===== src/rtl/pss_pkg.sv =====
// Package for the pitch scale snapper: widths, register indexes and the
// pitch-class helper. Depends on nothing; used by the top level and its checker.
`default_nettype none

package pss_pkg;

    localparam int NOTE_W  = 7;
    localparam int OUT_W   = 9;
    localparam int CLASS_W = 12;
    localparam int DIST_W  = 4;
    localparam int ADDR_W  = 3;
    localparam int DATA_W  = 32;

    // Notes up to 127 plus the offset below fit in eight bits
    localparam int SUM_W = NOTE_W + 1;

    // -69 mod 12: adding this puts A at pitch class 0
    localparam logic [SUM_W-1:0] PITCH_OFFSET = SUM_W'(3);
    localparam logic [SUM_W-1:0] TONES        = SUM_W'(12);

    // Reciprocal of twelve scaled by 2^11, exact for values up to 130
    localparam logic [SUM_W-1:0] RECIP_12    = SUM_W'(171);
    localparam int               RECIP_SHIFT = 11;

    // Register index, taken from paddr bit 2
    localparam logic REG_SCALE  = 1'b0;
    localparam logic REG_PREFER = 1'b1;

    typedef logic [CLASS_W-1:0] class_mask_t;

    // Pitch class of a note, A = 0
    function automatic logic [DIST_W-1:0] pitch_class(input logic [NOTE_W-1:0] note);
        logic [SUM_W-1:0]   v;
        logic [2*SUM_W-1:0] prod;
        logic [SUM_W-1:0]   q;
        logic [SUM_W-1:0]   r;
        v    = SUM_W'(note) + PITCH_OFFSET;
        prod = v * RECIP_12;
        q    = SUM_W'(prod >> RECIP_SHIFT);
        r    = v - SUM_W'(q * TONES);
        return r[DIST_W-1:0];
    endfunction

endpackage

`default_nettype wire


===== src/rtl/pitch_scale_snap_top.sv =====
// Pitch scale snapper: input register, one pass of snapping logic, result register.
// Depends on pss_pkg for widths, register indexes and the pitch-class helper.
//
// Usage
//   Input channel (in_valid/in_ready) carries note_in and snap_up; output
//   channel (out_valid/out_ready) carries note_out, a signed 9-bit note that
//   is not clamped to the MIDI range. A transfer happens where valid and
//   ready are both high.
//   The APB port holds scale_mask at address 0 and prefer_mask at address 4
//   (decoded on paddr bit 2). pready is tied high; write only while idle.
//   A note accepted into the input register moves to the result register and
//   shows on out_valid; a stall at the output holds it in the input register.
//   Throughput: one note per cycle while out_ready holds, set by the two-register
//   pipeline; the snapping logic is a rotate and two 11-bit priority searches.
//   Reset clears both masks (every note then passes unchanged) and empties
//   both pipeline registers.
//   When the receiver stalls the result is held; the input register still
//   takes one more note, then in_ready drops until out_ready returns.
`default_nettype none

module pitch_scale_snap_top (
    input  wire logic                             clk,
    input  wire logic                             rst_n,
    // Note input channel
    input  wire logic                             in_valid,
    output logic                                  in_ready,
    input  wire logic [pss_pkg::NOTE_W-1:0]       note_in,
    input  wire logic                             snap_up,
    // Result channel
    output logic                                  out_valid,
    input  wire logic                             out_ready,
    output logic signed [pss_pkg::OUT_W-1:0]      note_out,
    // Configuration port
    input  wire logic                             psel,
    input  wire logic                             penable,
    input  wire logic                             pwrite,
    input  wire logic [pss_pkg::ADDR_W-1:0]       paddr,
    input  wire logic [pss_pkg::DATA_W-1:0]       pwdata,
    output logic [pss_pkg::DATA_W-1:0]            prdata,
    output logic                                  pready
);

    pss_pkg::class_mask_t scale_mask_reg;
    pss_pkg::class_mask_t prefer_mask_reg;

    logic                         s1_valid_reg;
    logic [pss_pkg::NOTE_W-1:0]   s1_note_reg;
    logic                         s1_up_reg;

    logic                                 out_valid_reg;
    logic signed [pss_pkg::OUT_W-1:0]     note_out_reg;
    logic signed [pss_pkg::OUT_W-1:0]     note_out_next;

    logic in_xfer;
    logic out_load;
    logic cfg_write;

    logic [pss_pkg::DIST_W-1:0]   class_c;
    pss_pkg::class_mask_t         allow_c;
    pss_pkg::class_mask_t         pref_c;
    pss_pkg::class_mask_t         arot_c;
    pss_pkg::class_mask_t         prot_c;
    logic [2*pss_pkg::CLASS_W-1:0] adbl_c;
    logic [2*pss_pkg::CLASS_W-1:0] pdbl_c;
    logic [pss_pkg::DIST_W-1:0]   dl_c;
    logic [pss_pkg::DIST_W-1:0]   dh_c;
    logic [pss_pkg::DIST_W-1:0]   lo_idx_c;
    logic signed [pss_pkg::OUT_W-1:0] lo_c;
    logic signed [pss_pkg::OUT_W-1:0] hi_c;

    // Configuration port: always ready, write on the access phase
    assign pready    = 1'b1;
    assign cfg_write = psel && penable && pwrite;

    always_ff @(posedge clk or negedge rst_n)
    begin
        if (!rst_n)
        begin
            scale_mask_reg  <= '0;
            prefer_mask_reg <= '0;
        end
        else if (cfg_write)
        begin
            case (paddr[2])
                pss_pkg::REG_SCALE:  scale_mask_reg  <= pwdata[pss_pkg::CLASS_W-1:0];
                pss_pkg::REG_PREFER: prefer_mask_reg <= pwdata[pss_pkg::CLASS_W-1:0];
                default:             scale_mask_reg  <= scale_mask_reg;
            endcase
        end
    end

    // Read back the addressed mask
    always_comb
    begin
        prdata = '0;
        case (paddr[2])
            pss_pkg::REG_SCALE:  prdata[pss_pkg::CLASS_W-1:0] = scale_mask_reg;
            pss_pkg::REG_PREFER: prdata[pss_pkg::CLASS_W-1:0] = prefer_mask_reg;
            default:             prdata = '0;
        endcase
    end

    // Pipeline flow: load the result register when it is empty or drained
    assign out_load = s1_valid_reg && (!out_valid_reg || out_ready);
    assign in_ready = !s1_valid_reg || out_load;
    assign in_xfer  = in_valid && in_ready;

    // Input register
    always_ff @(posedge clk or negedge rst_n)
    begin
        if (!rst_n)
        begin
            s1_valid_reg <= 1'b0;
        end
        else if (in_ready)
        begin
            s1_valid_reg <= in_valid;
        end
    end

    always_ff @(posedge clk)
    begin
        if (in_xfer)
        begin
            s1_note_reg <= note_in;
            s1_up_reg   <= snap_up;
        end
    end

    // Effective masks: an empty scale allows and prefers every class
    always_comb
    begin
        if (scale_mask_reg == '0)
        begin
            allow_c = '1;
            pref_c  = '1;
        end
        else
        begin
            allow_c = scale_mask_reg;
            pref_c  = prefer_mask_reg & scale_mask_reg;
        end
    end

    // Rotate both masks so the note's own class sits at bit 0
    assign class_c = pss_pkg::pitch_class(s1_note_reg);
    assign adbl_c  = {allow_c, allow_c} >> class_c;
    assign pdbl_c  = {pref_c, pref_c} >> class_c;
    assign arot_c  = adbl_c[pss_pkg::CLASS_W-1:0];
    assign prot_c  = pdbl_c[pss_pkg::CLASS_W-1:0];

    // Search for the nearest allowed class below and above; the lowest distance wins
    always_comb
    begin
        dl_c = pss_pkg::DIST_W'(pss_pkg::CLASS_W);
        dh_c = pss_pkg::DIST_W'(pss_pkg::CLASS_W);
        for (int d = pss_pkg::CLASS_W - 1; d >= 1; d--)
        begin
            if (arot_c[pss_pkg::CLASS_W - d])
            begin
                dl_c = pss_pkg::DIST_W'(d);
            end
            if (arot_c[d])
            begin
                dh_c = pss_pkg::DIST_W'(d);
            end
        end
    end

    assign lo_idx_c = pss_pkg::DIST_W'(pss_pkg::CLASS_W) - dl_c;
    assign lo_c     = $signed(pss_pkg::OUT_W'(s1_note_reg)) - $signed(pss_pkg::OUT_W'(dl_c));
    assign hi_c     = $signed(pss_pkg::OUT_W'(s1_note_reg)) + $signed(pss_pkg::OUT_W'(dh_c));

    // Keep an allowed note, else pick the closer note; break ties on preference, the lower note first, then on snap_up
    always_comb
    begin
        if (arot_c[0])
        begin
            note_out_next = $signed(pss_pkg::OUT_W'(s1_note_reg));
        end
        else if (dh_c < dl_c)
        begin
            note_out_next = hi_c;
        end
        else if (dh_c > dl_c)
        begin
            note_out_next = lo_c;
        end
        else if (prot_c[lo_idx_c])
        begin
            note_out_next = lo_c;
        end
        else if (prot_c[dh_c])
        begin
            note_out_next = hi_c;
        end
        else
        begin
            note_out_next = s1_up_reg ? hi_c : lo_c;
        end
    end

    // Result register
    always_ff @(posedge clk or negedge rst_n)
    begin
        if (!rst_n)
        begin
            out_valid_reg <= 1'b0;
        end
        else if (!out_valid_reg || out_ready)
        begin
            out_valid_reg <= s1_valid_reg;
        end
    end

    always_ff @(posedge clk)
    begin
        if (out_load)
        begin
            note_out_reg <= note_out_next;
        end
    end

    assign out_valid = out_valid_reg;
    assign note_out  = note_out_reg;

endmodule

`default_nettype wire


===== config.mk =====
export PLATFORM = sky130hd
export DESIGN_NAME = pitch_scale_snap_top
export DESIGN_NICKNAME = d
export VERILOG_FILES = /design/src/rtl/pss_pkg.sv /design/src/rtl/pitch_scale_snap_top.sv
export SDC_FILE = /design/constraint.sdc
export NUM_CORES = 1
export LEC_CHECK = 0
export BUFFER_PORTS_ARGS = -buffer_cell sky130_fd_sc_hd__buf_2
export CORE_UTILIZATION = 41
export CTS_CLUSTER_SIZE = 8
export DETAILED_ROUTE_END_ITERATION = 10
export PLACE_DENSITY = 0.61
export SYNTH_ARGS = -nofsm -noshare
export SYNTH_HDL_FRONTEND = slang
export SYNTH_SLANG_ARGS = --single-unit

===== constraint.sdc =====
create_clock -name clk -period 9.4 [get_ports clk]
set_clock_uncertainty 0.15 [all_clocks]
set_input_delay 1.88 -clock clk [delete_from_list [all_inputs] [get_ports clk]]
set_output_delay 1.88 -clock clk [all_outputs]
set_load 0.1 [all_outputs]

# ---- After elaboration in Yosys (flattened, before gate mapping)
# Index checks and enable logic that the tools add are counted.
dict set report op_classes {
  n_addsub 5
  multipliers 2
  div_mod_pow 0
  magnitude_cmp 4
  eq_ne 0
  n_shift 2
  mux 35
  bitwise 2
  reduce_logical 11
}
# operator count
set ops {}
lappend ops {{4-bit two-way mux} 20}
lappend ops {{24-bit by 4-bit >> shifter with 12-bit output} 2}
lappend ops {{9-bit two-way mux} 5}
lappend ops {{12-bit two-way mux} 2}
lappend ops {{12-bit one-hot mux with 2 select lines} 1}
lappend ops {{8-bit by 8-bit multiplier with 16-bit output, second input constant} 1}
lappend ops {{12-bit AND} 1}
lappend ops {{12-bit zero test} 1}
lappend ops {{4-bit by 5-bit less-than comparator with 1-bit output, second input constant} 2}
lappend ops {{7-bit by 2-bit adder with 8-bit output, second input constant} 1}
lappend ops {{7-bit by 4-bit adder with 8-bit output} 1}
lappend ops {{1-bit binary-select mux with 4-bit select} 2}
lappend ops {{7-bit by 4-bit subtractor with 8-bit output} 1}
lappend ops {{7-bit two-way mux} 1}
lappend ops {{3-bit two-way mux} 2}
lappend ops {{5-bit by 2-bit multiplier with 2-bit output, second input constant} 1}
lappend ops {{4-bit > comparator} 1}
lappend ops {{1-bit logical AND} 4}
lappend ops {{4-bit less-than comparator} 1}
lappend ops {{2-bit AND reduction} 2}
lappend ops {{4-bit subtractor} 1}
lappend ops {{4-bit subtractor, first input constant} 1}
lappend ops {{1-bit zero test} 2}
lappend ops {{1-bit logical OR} 2}
lappend ops {{2 further kinds} 3}
dict set report totals {
  reg_bits 43
  latch_bits 0
  ramBits 0
  romBits 0
  inputBits 50
  out_inout_bits 44
  memories 0
}

# ---- Depth between registers and ports, before layout
# Gate-level depths: netlist of run 1.
dict set report depth {
  word_depth 23
  ltp_mapped 43
}

# ---- Worst setup path before layout of run 1
# No wires, ideal clock.
dict set report synth_path {
  path_kind {reg2reg}
  start {reg s1_note_reg[0] (netlist name)}
  end {reg note_out_reg, in the netlist note_out[5] (data pin)}
  arrival_time_ps 9754
  path_slack_ps -764
  path_stages_with_launch 43
  path_buffers 9
  period_less_slack_ps 10164
  path_cell_list {edfxtp_1 -> clkinv_1 -> clkbuf_1 -> clkbuf_1 -> ha_1 -> clkbuf_1 -> buf_1 -> clkinv_1 -> buf_1 -> ha_1 -> fa_1 -> fa_1 -> inv_1 -> fa_1 -> inv_1 -> ha_1 -> nand4_1 -> a21oi_1 -> (+7 left out) -> xnor2_4 -> buf_6 -> mux2_2 -> mux2_2 -> a31oi_1 -> and2_1 -> buf_6 -> inv_1 -> ha_1 -> buf_1 -> or3_1 -> a21oi_1 -> nor4_1 -> nor2_1 -> a21oi_1 -> buf_4 -> mux2i_1 -> xnor2_1}
}
dict set report synth_between {
  elab_chain_cells 23
}
# item line_no
set synth_rtl {}
lappend synth_rtl {{from (decl)} pitch_scale_snap_top.sv:47} ;# logic [pss_pkg::NOTE_W-1:0] s1_note_reg;
lappend synth_rtl {{from (signal assigned)} pitch_scale_snap_top.sv:125} ;# s1_note_reg <= note_in;
lappend synth_rtl {{7-bit by 2-bit adder with 8-bit output} pss_pkg.sv:37} ;# v = SUM_W'(note) + PITCH_OFFSET;
lappend synth_rtl {{8-bit by 8-bit multiplier with 16-bit output} pss_pkg.sv:38} ;# prod = v * RECIP_12;
lappend synth_rtl {{5-bit by 2-bit multiplier with 2-bit output} pss_pkg.sv:40} ;# r = v - SUM_W'(q * TONES);
lappend synth_rtl {{4-bit subtractor} pss_pkg.sv:40}
lappend synth_rtl {{24-bit by 4-bit >> shifter with 12-bit output} pitch_scale_snap_top.sv:147} ;# assign adbl_c = {allow_c, allow_c} >> class_c;
lappend synth_rtl {{3-bit two-way mux (on tied branches)} {pitch_scale_snap_top.sv:159, pitch_scale_snap_top.sv:163}}
lappend synth_rtl {{4-bit two-way mux (on tied branches) (10 in a row)} {pitch_scale_snap_top.sv:159, pitch_scale_snap_top.sv:163}}
lappend synth_rtl {{4-bit subtractor, or another cell as far along} pitch_scale_snap_top.sv:170} ;# assign lo_idx_c = pss_pkg::DIST_W'(pss_pkg::CLASS_W) - dl_c;
lappend synth_rtl {{1-bit binary-select mux with 4-bit select, or another cell as far along} pitch_scale_snap_top.sv:189} ;# else if (prot_c[lo_idx_c])
lappend synth_rtl {{1-bit two-way mux (not written as such) or 9-bit two-way mux (tied branches)} {pitch_scale_snap_top.sv:189, pitch_scale_snap_top.sv:193}}
lappend synth_rtl {{9-bit two-way mux} pitch_scale_snap_top.sv:189}
lappend synth_rtl {{9-bit two-way mux} pitch_scale_snap_top.sv:185} ;# else if (dh_c > dl_c)
lappend synth_rtl {{9-bit two-way mux} pitch_scale_snap_top.sv:181} ;# else if (dh_c < dl_c)
lappend synth_rtl {{7-bit two-way mux *} pitch_scale_snap_top.sv:177} ;# if (arot_c[0])
lappend synth_rtl {{named net note_out_next (one bit)} pitch_scale_snap_top.sv:52} ;# logic signed [pss_pkg::OUT_W-1:0] note_out_next;
lappend synth_rtl {{to (signal assigned)} pitch_scale_snap_top.sv:220} ;# note_out_reg <= note_out_next;
lappend synth_rtl {{to (decl)} pitch_scale_snap_top.sv:51} ;# logic signed [pss_pkg::OUT_W-1:0] note_out_reg;
# The timed path passes the listed nets; every way through them passes the cells marked *. The select of a mux whose other input is x is not followed.
# A chain may end at the register's enable or synchronous reset.

# ---- Worst setup path in the final report of run 1
dict set report layout_path {
  start {reg s1_note_reg[0] (netlist name)}
  end {reg note_out_reg, in the netlist note_out[4] (data pin)}
}
# The elaborated chain is that of the path after synthesis.

==> results of run 1 <==
[placed cells by master, fill, tap and decap left out, drive strengths merged, types with 8 or more instances in the layout]
cell / instances
nand2: 65
buf: 79
edfxtp: 17
o21ai: 38
xnor2: 12
nand2b: 12
inv: 45
mux2: 44
fa: 13
a21oi: 31
dfrtp: 26
ha: 47
xor2: 8
nand3: 27
nor3: 12
nor2: 36
mux2i: 58
conb: 21
nor2b: 9
[timing repair]
| item | 4_1_cts | 5_1_grt |
|---|---|---|
| buffers inserted | 0 | 13 |
| endpoints found under the setup margin | 0 | 9 |
| gates resized for setup | 0 | 22 |
| hold buffers | 0 | 0 |
[routing by layer]
metal	routed length (um)	up-vias
met2	6300	127
met1	6180	2199
met4	160	0
met3	495	15
met5	0	-
li1	-	2297
[final timing paths]
check	start	cells after the start	end	slack, ns
max in group asynchronous	rst_n	1	scale_mask_reg[6]$_DFFE_PN0P_	7.29
max reg2reg	s1_note_reg[0]$_DFFE_PP_	37	note_out[4]$_DFFE_PP_	0.40
min	s1_valid_reg$_DFFE_PN0N_	1	out_valid$_DFFE_PN0P_	0.34
min in group asynchronous	rst_n	1	prefer_mask_reg[8]$_DFFE_PN0P_	1.43
min reg2reg	s1_valid_reg$_DFFE_PN0N_	1	out_valid$_DFFE_PN0P_	0.34
max	s1_note_reg[0]$_DFFE_PP_	37	note_out[4]$_DFFE_PP_	0.40
[cells by family after synthesis]
family / Yosys count / synth area share [%]
and+or+nand+nor: 201 / 18.0
AOI/OAI and AO/OA: 105 / 12.3
muxes: 102 / 20.0
buffers and inverters: 98 / 8.69
adders and majority gates: 60 / 15.5
DFF: 43 / 21.2
xor gates and xnor gates: 21 / 4.14
other: 2 / 0.137
[final cells by class]
type                       instances  share of cell area, %
multi-input combinational        510                   64.8
sequential                        43                   18.7
inverter                          45                   2.78
clock buffer                       6                   2.24
timing repair buffer              79                   7.74
clock inverter                     2                  0.242
tap                              172                   3.46
[synthesized netlist by cell type (5+ instances only)]
cell,n,share of area (%)
sky130_fd_sc_hd__clkbuf_1,20,1.4
sky130_fd_sc_hd__a21oi_1,31,2.8
sky130_fd_sc_hd__mux2i_1,55,10
sky130_fd_sc_hd__nand2b_1,12,1.4
sky130_fd_sc_hd__nor2_1,36,2.5
sky130_fd_sc_hd__xnor2_1,11,1.8
sky130_fd_sc_hd__nand2_1,65,4.5
sky130_fd_sc_hd__o21ai_0,32,2.9
sky130_fd_sc_hd__xor2_1,7,1.1
sky130_fd_sc_hd__ha_1,47,11
sky130_fd_sc_hd__buf_4,22,3.0
sky130_fd_sc_hd__inv_1,43,3.0
sky130_fd_sc_hd__o21ai_1,6,0.55
sky130_fd_sc_hd__and2_1,6,0.69
sky130_fd_sc_hd__mux2_2,43,8.9
sky130_fd_sc_hd__buf_1,6,0.41
sky130_fd_sc_hd__fa_1,13,4.8
sky130_fd_sc_hd__a31oi_1,5,0.57
sky130_fd_sc_hd__nand4_1,5,0.57
sky130_fd_sc_hd__edfxtp_1,17,9.3
sky130_fd_sc_hd__nor2b_1,9,1.0
sky130_fd_sc_hd__nor3_1,12,1.1
sky130_fd_sc_hd__dfrtp_1,26,12
sky130_fd_sc_hd__nor4_1,5,0.57
sky130_fd_sc_hd__nand3_1,27,2.5
[per-stage QoR]
stage,setup TNS (ns),hold WS [ns],setup slack (ns),util [%]
after floorplan,0,0.299,0.00170,-
after global placement,0,0.317,0.273,45.4
after detailed placement,0,0.325,0.222,45.4
after CTS,0,0.343,0.122,46.6
after global routing,-0.0428,0.368,-0.0244,48.4
final,0,0.340,0.403,48.4
==> reports/metrics.csv, run 1 <==
stage,metric,value,unit
floorplanning,I/O pins,94,
layout,fill cell instance count of the final layout,1244,
global_routing,global-route wire length before repair,21500,um
global_routing,number of antenna violations at the first check in global routing,0,
floorplanning,Initial Utilization,42.7,%
sta,final number of hold-violating endpoints,0,
logic_synthesis,post-synthesis register bit count,43,
clock_tree,clock network latency to the later pin of the worst-skew pair,0.29,ns
global_routing,overall track demand over capacity in global routing,18.9,%
sta,max-slew violation count,0,
layout,area added between synthesis and finish,13.5,%
setup_path,delay of the slowest cell on the worst path,0.56,ns
setup_path,data arrival time of the critical path,8.97,ns
clock_tree,clock transition at the registers of the reported paths,0.06,ns
setup_path,"Max stage delay cell, worst path",sky130_fd_sc_hd__xor3_2,
global_routing,pin count of the biggest net entering global routing,30,
sta,Peak Freq,0.111,GHz
routing,post-detailed-route count of antenna-violating nets,0,
routing,vias per cell,5.41,
logic_synthesis,part of the Yosys area used for sequential elements,21.2,%
sta,max_slew headroom,46.8,%
logic_synthesis,cell area after synthesis,0.00547,mm^2
routing,DRC violation count after routing,0,
logic_synthesis,Synth Area per Inst,8.66,um^2
clock_tree,maximum clock path buffer count,2,
floorplanning,number of cell rows,41,
layout,proportion of layout cells with a drive suffix above 1,23.6,%
placed_design,post-place instance area,0.00583,mm^2
setup_path,Critical Path RT,9.37,ns
routing,average wire per standard cell,15.3,um
floorplanning,area of the core,0.0128,mm^2
logic_synthesis,post-synthesis cell count,632,
placed_design,hpwl dp,10400,um
routing,total vias in the final route,4638,
setup_path,CP Buf/Inv Count,7,
status,result of the run,"complete, no violations",
clock_tree,CTS Root Cell,sky130_fd_sc_hd__clkbuf_16,
setup_path,cell repeated most along the worst path,sky130_fd_sc_hd__xnor2_1,
sta,number of failing setup endpoints in the final timing report,0,
flow_run,maxcap violations,0,
logic_synthesis,ys async rst share,60.5,%
setup_path,peak fanout along the critical path,13,
logic_synthesis,post-synthesis cell type count,67,
layout,final standard cell area without fillers,0.00621,mm^2
routing,first-pass iteration count of the detailed router,6,
floorplanning,vertical extent of the die,118,um
global_routing,met3 demand-to-capacity share in global routing,2.76,%
layout,number of inserted diodes,0,
sta,slew at the pin closest to its max-slew limit,0.776,ns
setup_path,endpoint class of the critical path,flop,
sta,shortest period the worst path allows,9.00,ns
sta,Final Cycle Share,95.7,%
clock_tree,Clock Sink Count,43,
clock_tree,H-tree levels,2,
min_path,worst hold-check path type,flop to flop,
placed_design,input/output buffers,50,
logic_synthesis,"EDFF count, synth",17,
global_routing,GR Layer Usage met1,24.5,%
floorplanning,floorplan die area,0.0138,mm^2
layout,final net count,794,
logic_synthesis,number of warnings issued by yosys,0,
global_routing,routing layer with the top usage in global route,met2,
routing,final routed wirelength across all metal layers,13100,um
global_routing,grt met2 use,33.4,%
logic_synthesis,predominant post-synthesis flop cell,sky130_fd_sc_hd__dfrtp_1,
layout,combined area of the multi-input logic cells,0.00403,mm^2
setup_path,Worst path top cell family by delay,adder cells,
routing,Initial DRC Count,286,
floorplanning,width of the chip,118,um
layout,final standard cell count with taps included and fillers excluded,857,
layout,total area of sequential cells,0.00116,mm^2
clock_tree,TritonCTS clock tree,built,
setup_path,critical setup path kind,flop to flop,
placed_design,routability congestion estimate from global placement,0.833,
global_routing,vias in the first global route,4447,
setup_path,nature of the critical path startpoint,flop,
clock_tree,CTS buffer count,5,
global_routing,GRT overflow,0,
placed_design,count of placed standard cells including taps,836,
Power of run 1 is left out: the tool's default activity adds up to more than one toggle a clock period on the data nets, which glitch-free logic cannot reach.
==> inputs of run 2 (changes only) <==
Settings changed: CORE_UTILIZATION 41 to 50, PLACE_DENSITY 0.61 to 0.72.
==> reports/metrics.csv, run 2 (same netlist as run 1, synthesis figures left out) <==
stage,metric,value,unit,change
setup_path,nature of the critical path startpoint,flop,,
clock_tree,CTS Root Cell,sky130_fd_sc_hd__clkbuf_8,,
placed_design,hpwl dp,9860,um,-4.7%
routing,post-detailed-route count of antenna-violating nets,0,,unchanged
clock_tree,TritonCTS clock tree,built,,
setup_path,delay of the slowest cell on the worst path,0.53,ns,-0.03 ns
global_routing,pin count of the biggest net entering global routing,34,,+13%
sta,shortest period the worst path allows,8.97,ns,-0.0267 ns
min_path,worst hold-check path type,flop to flop,,
routing,Initial DRC Count,220,,-23%
layout,final standard cell count with taps included and fillers excluded,812,,-5.3%
layout,"most common cell after layout, fill and taps aside",sky130_fd_sc_hd__nand2_1,,
sta,max_slew headroom,46.5,%,-0.22 points
layout,proportion of layout cells with a drive suffix above 1,20.6,%,-3.1 points
status,result of the run,"complete, no violations",,
routing,first-pass iteration count of the detailed router,4,,-2
setup_path,peak fanout along the critical path,33,,+20
placed_design,routability congestion estimate from global placement,0.854,,+2.5%
setup_path,cell repeated most along the worst path,sky130_fd_sc_hd__xnor2_1,,
global_routing,global-route wire length before repair,20700,um,-3.5%
sta,unrepaired setup endpoints after global routing,true,,
global_routing,overall track demand over capacity in global routing,22.5,%,+3.6 points
clock_tree,Clock Sink Count,43,,unchanged
sta,Peak Freq,0.111,GHz,+0.30%
global_routing,number of antenna violations at the first check in global routing,0,,unchanged
routing,vias per cell,5.63,,+4.1%
layout,final net count,785,,-1.1%
sta,final number of hold-violating endpoints,0,,unchanged
clock_tree,H-tree levels,2,,unchanged
setup_path,critical setup path kind,flop to flop,,
setup_path,register-to-register setup slack,0.43,ns,+0.03 ns
clock_tree,maximum clock path buffer count,2,,unchanged
setup_path,"Max stage delay cell, worst path",sky130_fd_sc_hd__fa_1,,
routing,DRC violation count after routing,0,,unchanged
setup_path,capture point of the worst reg-to-reg path,note_out[4]$_DFFE_PP_,,
routing,total vias in the final route,4575,,-1.4%
layout,fill cell instance count of the final layout,976,,-22%
global_routing,vias in the first global route,4400,,-1.1%
floorplanning,floorplan die area,0.0114,mm^2,-18%
placed_design,input/output buffers,50,,unchanged
setup_path,Critical Path RT,9.42,ns,+0.05 ns
setup_path,data arrival time of the critical path,8.99,ns,+0.02 ns
floorplanning,Initial Utilization,52.3,%,+9.6 points
sta,max-slew violation count,0,,unchanged
layout,"leading cell types in the layout, fill and taps excluded","sky130_fd_sc_hd__nand2_1, sky130_fd_sc_hd__mux2i_1, sky130_fd_sc_hd__buf_2, sky130_fd_sc_hd__ha_1",,
layout,number of inserted diodes,0,,unchanged
sta,slew at the pin closest to its max-slew limit,0.780,ns,+0.00318 ns
floorplanning,number of cell rows,37,,-9.8%
setup_path,Reg2Reg Depth,37,,unchanged
routing,average wire per standard cell,15.2,um,-0.53%
sta,number of failing setup endpoints in the final timing report,0,,unchanged
min_path,Worst Hold End,out_valid$_DFFE_PN0P_,,
clock_tree,clock transition at the registers of the reported paths,0.10,ns,+0.04 ns
flow_run,maxcap violations,0,,unchanged
setup_path,origin of the critical flop-to-flop path,s1_note_reg[0]$_DFFE_PP_,,
placed_design,count of placed standard cells including taps,799,,-4.4%
floorplanning,vertical extent of the die,107,um,-9.3%
floorplanning,width of the chip,107,um,-9.3%
floorplanning,I/O pins,94,,unchanged
min_path,Hold Path Stages,1,,unchanged
sta,Final Cycle Share,95.4,%,-0.28 points
clock_tree,CTS buffer count,5,,unchanged
routing,final routed wirelength across all metal layers,12400,um,-5.8%
layout,area added between synthesis and finish,8.69,%,
min_path,hold wc startpoint,s1_valid_reg$_DFFE_PN0N_,,
floorplanning,area of the core,0.0105,mm^2,-18%
global_routing,GRT overflow,0,,unchanged
clock_tree,clock network latency to the later pin of the worst-skew pair,0.32,ns,+0.03 ns
setup_path,endpoint class of the critical path,flop,,
==> run 2: what timing repair did <==
action	4_1_cts	5_1_grt
hold buffers	0	0
setup buffers	0	5
resized for setup	0	7
endpoints found under the setup margin	0	8
==> run 2: layout make-up <==
class	count	area (um^2)	share of cell area, %
Multi-Input combinational cell	510	3940	66.2
Clock inverter	2	13.8	0.231
Timing Repair Buffer	70	420	7.07
Clock buffer	6	72.6	1.22
Sequential cell	43	1160	19.5
Inverter	45	169	2.84
Tap cell	136	170	2.86
==> run 2: per-layer routing <==
layer  wire length, um  track usage [%]  up-vias
met2              5970             39.3      129
met3               586             3.28       22
met5                 0                0        -
met4               221             6.07        0
li1                  -                -     2278
met1              5600             28.9     2146
==> run 2: worst max-delay path by stage <==
stage,from,slack (ns),depth (start not counted),to
2_1_floorplan,s1_note_reg[0]$_DFFE_PP_,0.002,42,note_out[5]$_DFFE_PP_
3_3_place_gp,s1_note_reg[0]$_DFFE_PP_,0.38,34,note_out[4]$_DFFE_PP_
3_5_place_dp,s1_note_reg[0]$_DFFE_PP_,0.25,34,note_out[4]$_DFFE_PP_
4_1_cts,s1_note_reg[0]$_DFFE_PP_,0.18,34,note_out[4]$_DFFE_PP_
5_1_grt,s1_note_reg[1]$_DFFE_PP_,-0.03,37,note_out[4]$_DFFE_PP_
6_report,s1_note_reg[0]$_DFFE_PP_,0.43,37,note_out[4]$_DFFE_PP_
==> run 2: critical path: cells and delay by family, from the launching register on <==
kind	cells	cell delay (ns)
buf+inv	7	0.96
fa+ha+maj	7	2.67
simple gates	6	1.37
xor+xnor	7	1.33
flops	1	0.46
mux	2	0.45
compound gates	8	1.42
==> run 2: stage by stage <==
step | setup WS, ns | cell area [um^2] | setup TNS (ns) | util, % | hold WS, ns
6_report | 0.430 | 5950 | 0 | 56.8 | 0.359
2_1_floorplan | 0.00170 | 5550 | 0 | - | 0.299
3_3_place_gp | 0.378 | 5770 | 0 | 55.2 | 0.317
4_1_cts | 0.182 | 5860 | 0 | 56.0 | 0.363
3_5_place_dp | 0.246 | 5770 | 0 | 55.2 | 0.339
5_1_grt | -0.0338 | 5950 | -0.0338 | 56.8 | 0.384
Power of run 2 is left out for the same reason.
